[src/design/best_fit_heap_allocator_assert.svh]
// Assertion macros for the best-fit heap allocator.
`ifndef BEST_FIT_HEAP_ALLOCATOR_ASSERT_SVH
`define BEST_FIT_HEAP_ALLOCATOR_ASSERT_SVH
// Implication checked on every clock edge outside reset.
`define BFH_ASSERT_IMP(label, clk, rst_n, ante, cons) \
  label: assert property (@(posedge clk) disable iff (!rst_n) (ante) |-> (cons)) \
    else $error("assertion failed");
// Implication whose consequent is checked in the cycle after the antecedent.
`define BFH_ASSERT_NXT(label, clk, rst_n, ante, cons) \
  label: assert property (@(posedge clk) disable iff (!rst_n) (ante) |=> (cons)) \
    else $error("assertion failed");
`endif

[src/design/bfha_pkg.sv]
// Shared types and constants for the best-fit heap allocator.
`default_nettype none
package bfha_pkg;
  localparam int unsigned DataW = 32;
  localparam int unsigned StatusW = 3;

  typedef enum logic [StatusW-1:0] {
    ST_TABLE = 3'd0,
    ST_GROWN = 3'd1,
    ST_NOOP  = 3'd2,
    ST_FULL  = 3'd3,
    ST_LIMIT = 3'd4
  } status_e;

  typedef enum logic [2:0] {
    S_IDLE,
    S_SCAN,
    S_DECIDE,
    S_SHIFT,
    S_MERGE,
    S_OUT
  } state_e;

  // Operation that the cell row performs at a clock edge.
  typedef enum logic [2:0] {
    OP_HOLD,
    OP_ROTATE,
    OP_INSERT,
    OP_REMOVE,
    OP_WRITE
  } cell_op_e;

  typedef struct packed {
    logic [DataW-1:0] start;
    logic [DataW-1:0] len;
  } entry_t;
endpackage
`default_nettype wire

[src/design/bfha_cell.sv]
// One free-table cell: holds an entry and passes it toward cell zero on rotate.
`default_nettype none
module bfha_cell (
  input  logic               clk_i,
  input  bfha_pkg::cell_op_e op_i,
  input  logic               sel_i,
  input  logic               after_i,
  input  bfha_pkg::entry_t   next_i,
  input  bfha_pkg::entry_t   prev_i,
  input  bfha_pkg::entry_t   wr_i,
  output bfha_pkg::entry_t   ent_o
);
  import bfha_pkg::*;

  entry_t ent_q, ent_d;

  always_comb begin
    ent_d = ent_q;
    case (op_i)
      OP_ROTATE: ent_d = next_i;
      OP_INSERT: begin
        if (sel_i) ent_d = wr_i;
        else if (after_i) ent_d = prev_i;
      end
      OP_REMOVE: if (sel_i || after_i) ent_d = next_i;
      OP_WRITE:  if (sel_i) ent_d = wr_i;
      default:   ent_d = ent_q;
    endcase
  end

  always_ff @(posedge clk_i) begin
    ent_q <= ent_d;
  end

  assign ent_o = ent_q;
endmodule
`default_nettype wire

[config.mk]
export PLATFORM = sky130hd
export DESIGN_NAME = bfha_cell
export DESIGN_NICKNAME = d
export VERILOG_FILES = /design/src/design/best_fit_heap_allocator_assert.svh /design/src/design/bfha_pkg.sv /design/src/design/bfha_cell.sv
export SDC_FILE = /design/constraint.sdc
export NUM_CORES = 1
export LEC_CHECK = 0
export BUFFER_PORTS_ARGS = -buffer_cell sky130_fd_sc_hd__buf_4
export CAP_MARGIN = 30
export CORE_MARGIN = 2
export CORE_UTILIZATION = 23
export DETAILED_ROUTE_END_ITERATION = 12
export GPL_ROUTABILITY_DRIVEN = 0
export SYNTH_ARGS = -nofsm -noshare
export SYNTH_HDL_FRONTEND = slang
export SYNTH_SLANG_ARGS = --single-unit
export TNS_END_PERCENT = 50
[constraint.sdc]
create_clock -name clk_i -period 7.2 [get_ports clk_i]
set_clock_uncertainty 0.2 [all_clocks]
set_input_delay 1.44 -clock clk_i [delete_from_list [all_inputs] [get_ports clk_i]]
set_output_delay 1.44 -clock clk_i [all_outputs]
set_load 0.01 [all_outputs]
==> results of run 1 <==
[cell type report]
type	instances	share of cell area, %
multi-input combinational	263	32.5
sequential	64	28.8
tap	234	4.38
clock buffer	10	3.43
timing repair buffer	265	29.8
inverter	1	0.0562
clock inverter	5	1.09
[metal layers]
| layer | up-vias | track usage (%) |
|---|---|---|
| met2 | 209 | 25.4 |
| met4 | 0 | 6.74 |
| met5 | - | 0 |
| li1 | 1998 | - |
| met1 | 2017 | 17.6 |
| met3 | 27 | 3.67 |
[synth_stat cells]
cell	number	share of area, %
buf_1	1	0.087
clkbuf_1	32	2.8
buf_4	1	0.17
a21oi_1	64	7.4
o31ai_4	1	0.49
inv_2	1	0.087
or3b_1	1	0.20
buf_2	8	0.93
or4bb_1	51	13
o21ai_0	1	0.12
a221o_1	64	15
a21o_1	1	0.17
buf_6	6	1.6
edfxtp_1	64	45
nand2b_1	65	9.4
nand4bb_1	13	3.4
mux2i_1	1	0.23
o2bb2ai_1	1	0.20
[stage by stage]
stage / power, uW / setup slack [ns] / utilization, % / cell area, um2 / cells
finish: 1270 / 3.34 / 35.9 / 6680 / 842
floorplan: 640 / 1.41 / - / 4310 / 376
CTS: 1290 / 3.35 / 35.9 / 6680 / 842
global route: 1330 / 3.25 / 35.9 / 6680 / 842
detailed placement: 833 / 3.00 / 34.3 / 6380 / 827
global placement: 828 / 3.06 / 34.3 / 6380 / 827
[power breakdown]
group	switching, uW	leakage, uW	internal (uW)
clock network	153	0.000147	298
logic	147	0.00196	184
registers	16.1	0.000610	475
total	316	0.00272	957
[kinds of logic after synthesis]
family | count (synthesis) | synth area share (%)
AOI/OAI and AO/OA | 132 | 23.3
muxes | 1 | 0.232
DFF | 64 | 44.5
buffers and inverters | 49 | 5.63
and+or+nand+nor | 130 | 26.3
[how the worst min path moves through the flow]
stage / endpoint / slack [ns] / cells past startpoint / start
floorplan: ent_o[0] / 1.45 / 1 / wr_i[0]
global placement: ent_o[37] / 1.55 / 2 / wr_i[37]
detailed placement: ent_o[19] / 1.54 / 2 / wr_i[19]
CTS: ent_o[19] / 1.19 / 2 / wr_i[19]
global route: ent_o[32] / 1.19 / 2 / wr_i[32]
finish: ent_o[16] / 1.21 / 2 / wr_i[16]
==> qor.txt, run 1 <==
Synth Net Count: 574
Startpoint Class: primary input
CTS root buffer: clkbuf_16
Min Tclk post-route: 3.86 ns
CTS resizes: 0
Status: complete, no violations
Total GRT Usage: 14.9%
Register area: 1920 um2
Cell Chain, Critical Path: buf_4, or3b_1, o21ai_0, o2bb2ai_4, buf_4
Metal-1 WL: 6120 um
Largest net degree at the start of global routing: 133
Max-cap violations: 0
Hold crit path type: primary input to flip-flop
Global route overflow: 0
Top Ports: 262
Clock buffer count from CTS: 9
Wire length on met3: 1140 um
Inserted Diodes: 0
First-pass GRT wire length: 23000 um
Max-slew headroom at the worst pin: 34.6%
Placeable Area: 18600 um2
Fin crit share: 53.6%
Layout area overhead: 54.8%
Metal2 WL: 7470 um
Register area share after synthesis: 44.5%
Die Area: 19900 um2
Number of cell rows: 50
Most numerous cell on the critical path: buf_4
Register bit total from synthesis: 64
Post-synth cell types: 18
Worst Setup SP: op_i[2]
Hold-fix buffers, CTS: 0
Post-Syn Area: 4310 um2
DR iter-0 viols: 253
Initial antenna violation count: 0
DR WL/cell: 18.0 um
Initial Util: 23.2%
DRC errors left: 0
CP delay by family, top: buffers and inverters
Cells after Synth: 376
Number of fill cells in the layout: 1850
Post-route ant nets: 0
CTS max path bufs: 2
Vias per cell: 5.05
Crit end category: flip-flop
Routed WL: 15100 um
CTS H-tree depth: 3
Via Count: 4251
CP required: 6.95 ns
Die span in y: 141 um
Commonest cells after routing, fill and taps aside: buf_4, nand2b_1, a21oi_1, a221o_1, edfxtp_1
Syn. warnings: 0
Commonest non-fill, non-tap cell in the layout: buf_4
Setup crit end: ent_o[7]
Kind of critical path: primary input to flip-flop
Worst Path Buf+Inv: 2
Clock sinks: 64
Setup violations, final: 0
Syn Area/Cell: 11.5 um2
CP max-delay cell: buf_4
Max-slew violations: 0
Max Freq: 259 MHz
Maximum VDD drop: 0.0000946 V
Max reg flops: 64
Die X: 141 um
RSZ-0062 raised after global routing: false
CP Max Fanout: 69
Max Used Layer: met4
Worst-path clk slew: 0.05 ns
# port buffers: 261
Nets: 802
P_leak: 0.00272 uW
Setup Buffers After CTS: 0
TritonCTS clock tree: done
CP Data Arrival Time: 3.61 ns
Layout cells sized above 1: 46.2%
Crit-path max cell delay: 0.69 ns
Final hold viol count: 0
Crit path depth: 5
Hold Worst Slack: 1.21 ns
Vias in the first global route: 4385
Post-detail-place hpwl: 10600 um
Pwr dens: 191 nW/um2
Final TNS setup: 0 ns
Multi-input gate area: 2170 um2
TritonRoute pass-1 iters: 5
Worst-Margin Slew: 0.982 ns
Power figures use the tool's default switching activity.
==> run 2, diff against run 1 <==
Clock period 7.2 ns to 3.2 ns, I/O delays scaled along.
==> run 2 against run 1 <==
  * Sequential power grew 120%
  * Die area stayed put
  * Worst setup slack worse by 2.4 ns
  * Count of clock-buffer cells in the layout grew 1
  * Via count increased by 1.4%
  * Final area is 0.11% higher
  * Largest power group unchanged
  * Highest routed layer unchanged
==> qor.txt, run 2 (synthesis gave the netlist of run 1 again) <==
Pwr dens: 407 nW/um2
Max-cap violations: 0
Placeable Area: 18600 um2
Post-DP Area: 6440 um2
Hold crit path type: primary input to flip-flop
Top Ports: 262
Commonest cells after routing, fill and taps aside: buf_4, nand2b_1, a21oi_1, a221o_1, edfxtp_1
Kind of critical path: primary input to flip-flop
Number of cell rows: 50
Post-route ant nets: 0
Layout cells sized above 1: 46.4%
Initial antenna violation count: 0
Setup Buffers After CTS: 0
P_leak: 0.00273 uW
Register area: 1920 um2
Min Tclk post-route: 2.28 ns
CTS root buffer: clkbuf_16
Nets: 809
DRC errors left: 0
Die Area: 19900 um2
TritonRoute pass-1 iters: 4
Fin area: 6690 um2
Commonest non-fill, non-tap cell in the layout: buf_4
Placed insts: 834
Largest net degree at the start of global routing: 67
Crit end category: flip-flop
Final hold viol count: 0
Die span in y: 141 um
Worst-path clk slew: 0.06 ns
Crit-path max cell delay: 0.53 ns
Most numerous cell on the critical path: buf_4
DR WL/cell: 18.9 um
Vias in the first global route: 4299
Hold-fix buffers, CTS: 0
CP Data Arrival Time: 2.28 ns
CTS max path bufs: 2
Max reg flops: 64
CP Max Fanout: 54
Number of fill cells in the layout: 1862
Max-slew violations: 0
Startpoint Class: primary input
Final TNS setup: 0 ns
CTS resizes: 0
Layout area overhead: 55.0%
DR iter-0 viols: 213
Multi-input gate area: 2170 um2
Routed WL: 16000 um
Maximum VDD drop: 0.000211 V
RSZ-0062 raised after global routing: false
Setup violations, final: 0
Worst-Margin Slew: 0.763 ns
Vias per cell: 5.08
Inserted Diodes: 0
CP max-delay cell: or4bb_1
TritonCTS clock tree: done
Via Count: 4309
Max-slew headroom at the worst pin: 49.1%
Clock sinks: 64
Fin cells: 848
Post-detail-place hpwl: 11600 um
CTS H-tree depth: 3
Fin util: 36.0%
Clock buffer count from CTS: 9
Max Freq: 438 MHz
Fin crit share: 71.3%
Initial Util: 23.2%
# port buffers: 261
CP required: 3.20 ns
Status: complete, no violations
Global route overflow: 0
Die X: 141 um
First-pass GRT wire length: 24100 um
Cell Chain, Critical Path: buf_4, buf_4, or4bb_1, a21oi_1, a221o_1
Tot Pwr: 2720 uW
Total GRT Usage: 15.7%
run 2: cell count changes in the layout (fill, tap and decap cells not counted), sizes merged:
cell | previous run | this run
buf | 265 | 272
bufinv | 2 | 0
clkbuf | 10 | 11
run 2: worst paths after layout:
check,startpoint,to,depth (start not counted)
worst max-delay path,op_i[1],ent_o[47],5
worst min-delay path,wr_i[38],ent_o[38],2
run 2: area by class of cell:
type	count	share of cell area [%]
Sequential cell	64	28.7
Inverter	1	0.0561
Clock inverter	3	0.168
Tap cell	234	4.38
Clock buffer	11	3.48
Timing Repair Buffer	272	30.7
Multi-Input combinational cell	263	32.4
run 2: metrics by stage:
step                setup WS [ns]  hold WS [ns]
global placement            0.623         0.738
floorplan                   0.328         0.654
detailed placement          0.564         0.744
finish                      0.919         0.402
CTS                         0.937         0.386
global route                0.803         0.392
run 2: critical path, delay by kind of cell:
family                 cells  cell delay [ns]
buffers and inverters      2             0.73
AOI/OAI and AO/OA          2             0.31
and+or+nand+nor            1             0.53
run 2: report_power, final:
part / internal [uW] / total (uW) / switching (uW)
logic: 423 / 762 / 340
registers: 1070 / 1100 / 35.0
clock network: 508 / 858 / 350
run 2: layer usage:
| metal | part of all wire, % | vias up | GRT usage, % |
|---|---|---|---|
| li1 | - | 2008 | - |
| met1 | 42 | 2078 | 19.8 |
| met2 | 49 | 195 | 25.9 |
| met3 | 6.8 | 28 | 3.53 |
| met4 | 2.7 | 0 | 6.89 |
| met5 | 0 | - | 0 |
==> run 3, diff against run 2 <==
Clock period 3.2 ns to 2.3 ns, I/O delays scaled along.
==> run 3 against run 2 <==
  * Cell count up 0.47%
  * Global-route usage about the same
  * Sequential share of layout area down 0.53 points
  * Power up 39%
  * Utilization up 0.68 points
  * Routed wire length down 0.87%
  * Worst hold slack worse by 0.18 ns
  * Worst setup slack worse by 0.50 ns
  * Non-clock buffer count up 5
  * Combinational power up 43%
  * Highest routed layer unchanged
==> qor.txt, run 3 (synthesis gave the netlist of run 1 again) <==
Via Count: 4330
Worst-path clk slew: 0.05 ns
DRC errors left: 0
Top Ports: 262
DR iter-0 viols: 214
Max-cap violations: 0
CP max-delay cell: buf_4
Worst setup margin: 0.419 ns
WHS Endpoint: ent_o[8]
Setup Buffers After CTS: 0
First-pass GRT wire length: 24400 um
Global route overflow: 0
CP Max Fanout: 46
CP required: 2.18 ns
Pwr dens: 556 nW/um2
Fin crit share: 81.8%
Commonest cells after routing, fill and taps aside: buf_4, nand2b_1, a21oi_1, a221o_1, edfxtp_1
DR WL/cell: 18.7 um
Crit-path max cell delay: 0.38 ns
Min-Delay Path Depth: 2
Most numerous cell on the critical path: buf_4
Die span in y: 141 um
Max reg flops: 64
Max-slew headroom at the worst pin: 71.3%
Clock sinks: 64
Layout area overhead: 57.9%
CP Data Arrival Time: 1.76 ns
Cell Chain, Critical Path: buf_4, buf_4, buf_4, nand2b_1, a21oi_1, a221o_1
P_leak: 0.00278 uW
Status: complete, no violations
Largest net degree at the start of global routing: 65
Die X: 141 um
Setup violations, final: 0
Vias in the first global route: 4591
RSZ-0062 raised after global routing: false
Maximum VDD drop: 0.000302 V
Final TNS setup: 0 ns
Hold Worst Slack: 0.224 ns
Vias per cell: 5.08
Hold-fix buffers, CTS: 0
CTS resizes: 0
TritonCTS clock tree: done
CTS max path bufs: 2
Number of cell rows: 50
Max-slew violations: 0
Routed WL: 15900 um
Commonest non-fill, non-tap cell in the layout: buf_4
Initial Util: 23.2%
Min Tclk post-route: 1.88 ns
Placeable Area: 18600 um2
Initial antenna violation count: 0
CTS root buffer: clkbuf_16
Worst Setup SP: op_i[1]
Layout cells sized above 1: 47.2%
Post-DP Area: 6570 um2
Nets: 814
Max Freq: 532 MHz
Clock buffer count from CTS: 9
Pre-CTS WS: 0.0560 ns
Post-route ant nets: 0
CTS H-tree depth: 3
TritonRoute pass-1 iters: 5
Fin area: 6810 um2
Worst-Margin Slew: 0.430 ns
# port buffers: 261
Die Area: 19900 um2
Kind of critical path: primary input to flip-flop
Worst Hold Launch: wr_i[8]
Crit end category: flip-flop
Inserted Diodes: 0
Startpoint Class: primary input
Hold crit path type: primary input to flip-flop
Post-detail-place hpwl: 11500 um
Total GRT Usage: 15.8%
Final hold viol count: 0
==> run 3: cell types whose count changed in the layout (fill, tap and decap cells not counted), sizes merged <==
cell and delta:
clkbuf -1, buf +5
==> run 3: critical path, delay by kind of cell <==
kind | cells | cell delay, ns
compound gates | 2 | 0.34
simple gates | 1 | 0.12
buf+inv | 3 | 0.81
==> run 3: how the worst max path moves through the flow <==
stage	end	slack [ns]	cells past startpoint
CTS	ent_o[35]	0.41	6
floorplan	ent_o[0]	-0.29	5
finish	ent_o[35]	0.42	6
global placement	ent_o[18]	0.11	5
global route	ent_o[31]	0.31	6
detailed placement	ent_o[35]	0.06	6
==> run 3: cell type report <==
| cell class | instances | area [um2] |
|---|---|---|
| fillers | 1844 | 11800 |
| inverters | 1 | 3.75 |
| clock buffers | 10 | 229 |
| multi-input cells | 263 | 2170 |
| well taps | 234 | 293 |
| clock inverters | 3 | 12.5 |
| flip-flops and latches | 64 | 1920 |
| repair buffers | 277 | 2180 |
==> run 3: stage by stage <==
step	power [uW]	utilization (%)	instances
after floorplan	2000	-	376
after global routing	3970	36.7	852
after CTS	3840	36.7	852
after global placement	2640	35.4	839
final	3790	36.7	852
after detailed placement	2660	35.4	839
==> run 3: per-layer routing <==
metal / global-route usage (%) / part of all wire (%) / up-vias
li1: - / - / 2023
met1: 18.0 / 41 / 2090
met2: 27.8 / 50 / 195
met3: 4.93 / 8.0 / 22
met4: 5.74 / 1.8 / 0
met5: 0 / 0 / -
==> run 3: where the power goes <==
| group | internal (uW) | switching (uW) | leakage [uW] |
|---|---|---|---|
| sequential | 1490 | 50.2 | 0.000610 |
| combinational | 613 | 473 | 0.00205 |
| clock | 700 | 466 | 0.000119 |
| total | 2800 | 989 | 0.00278 |
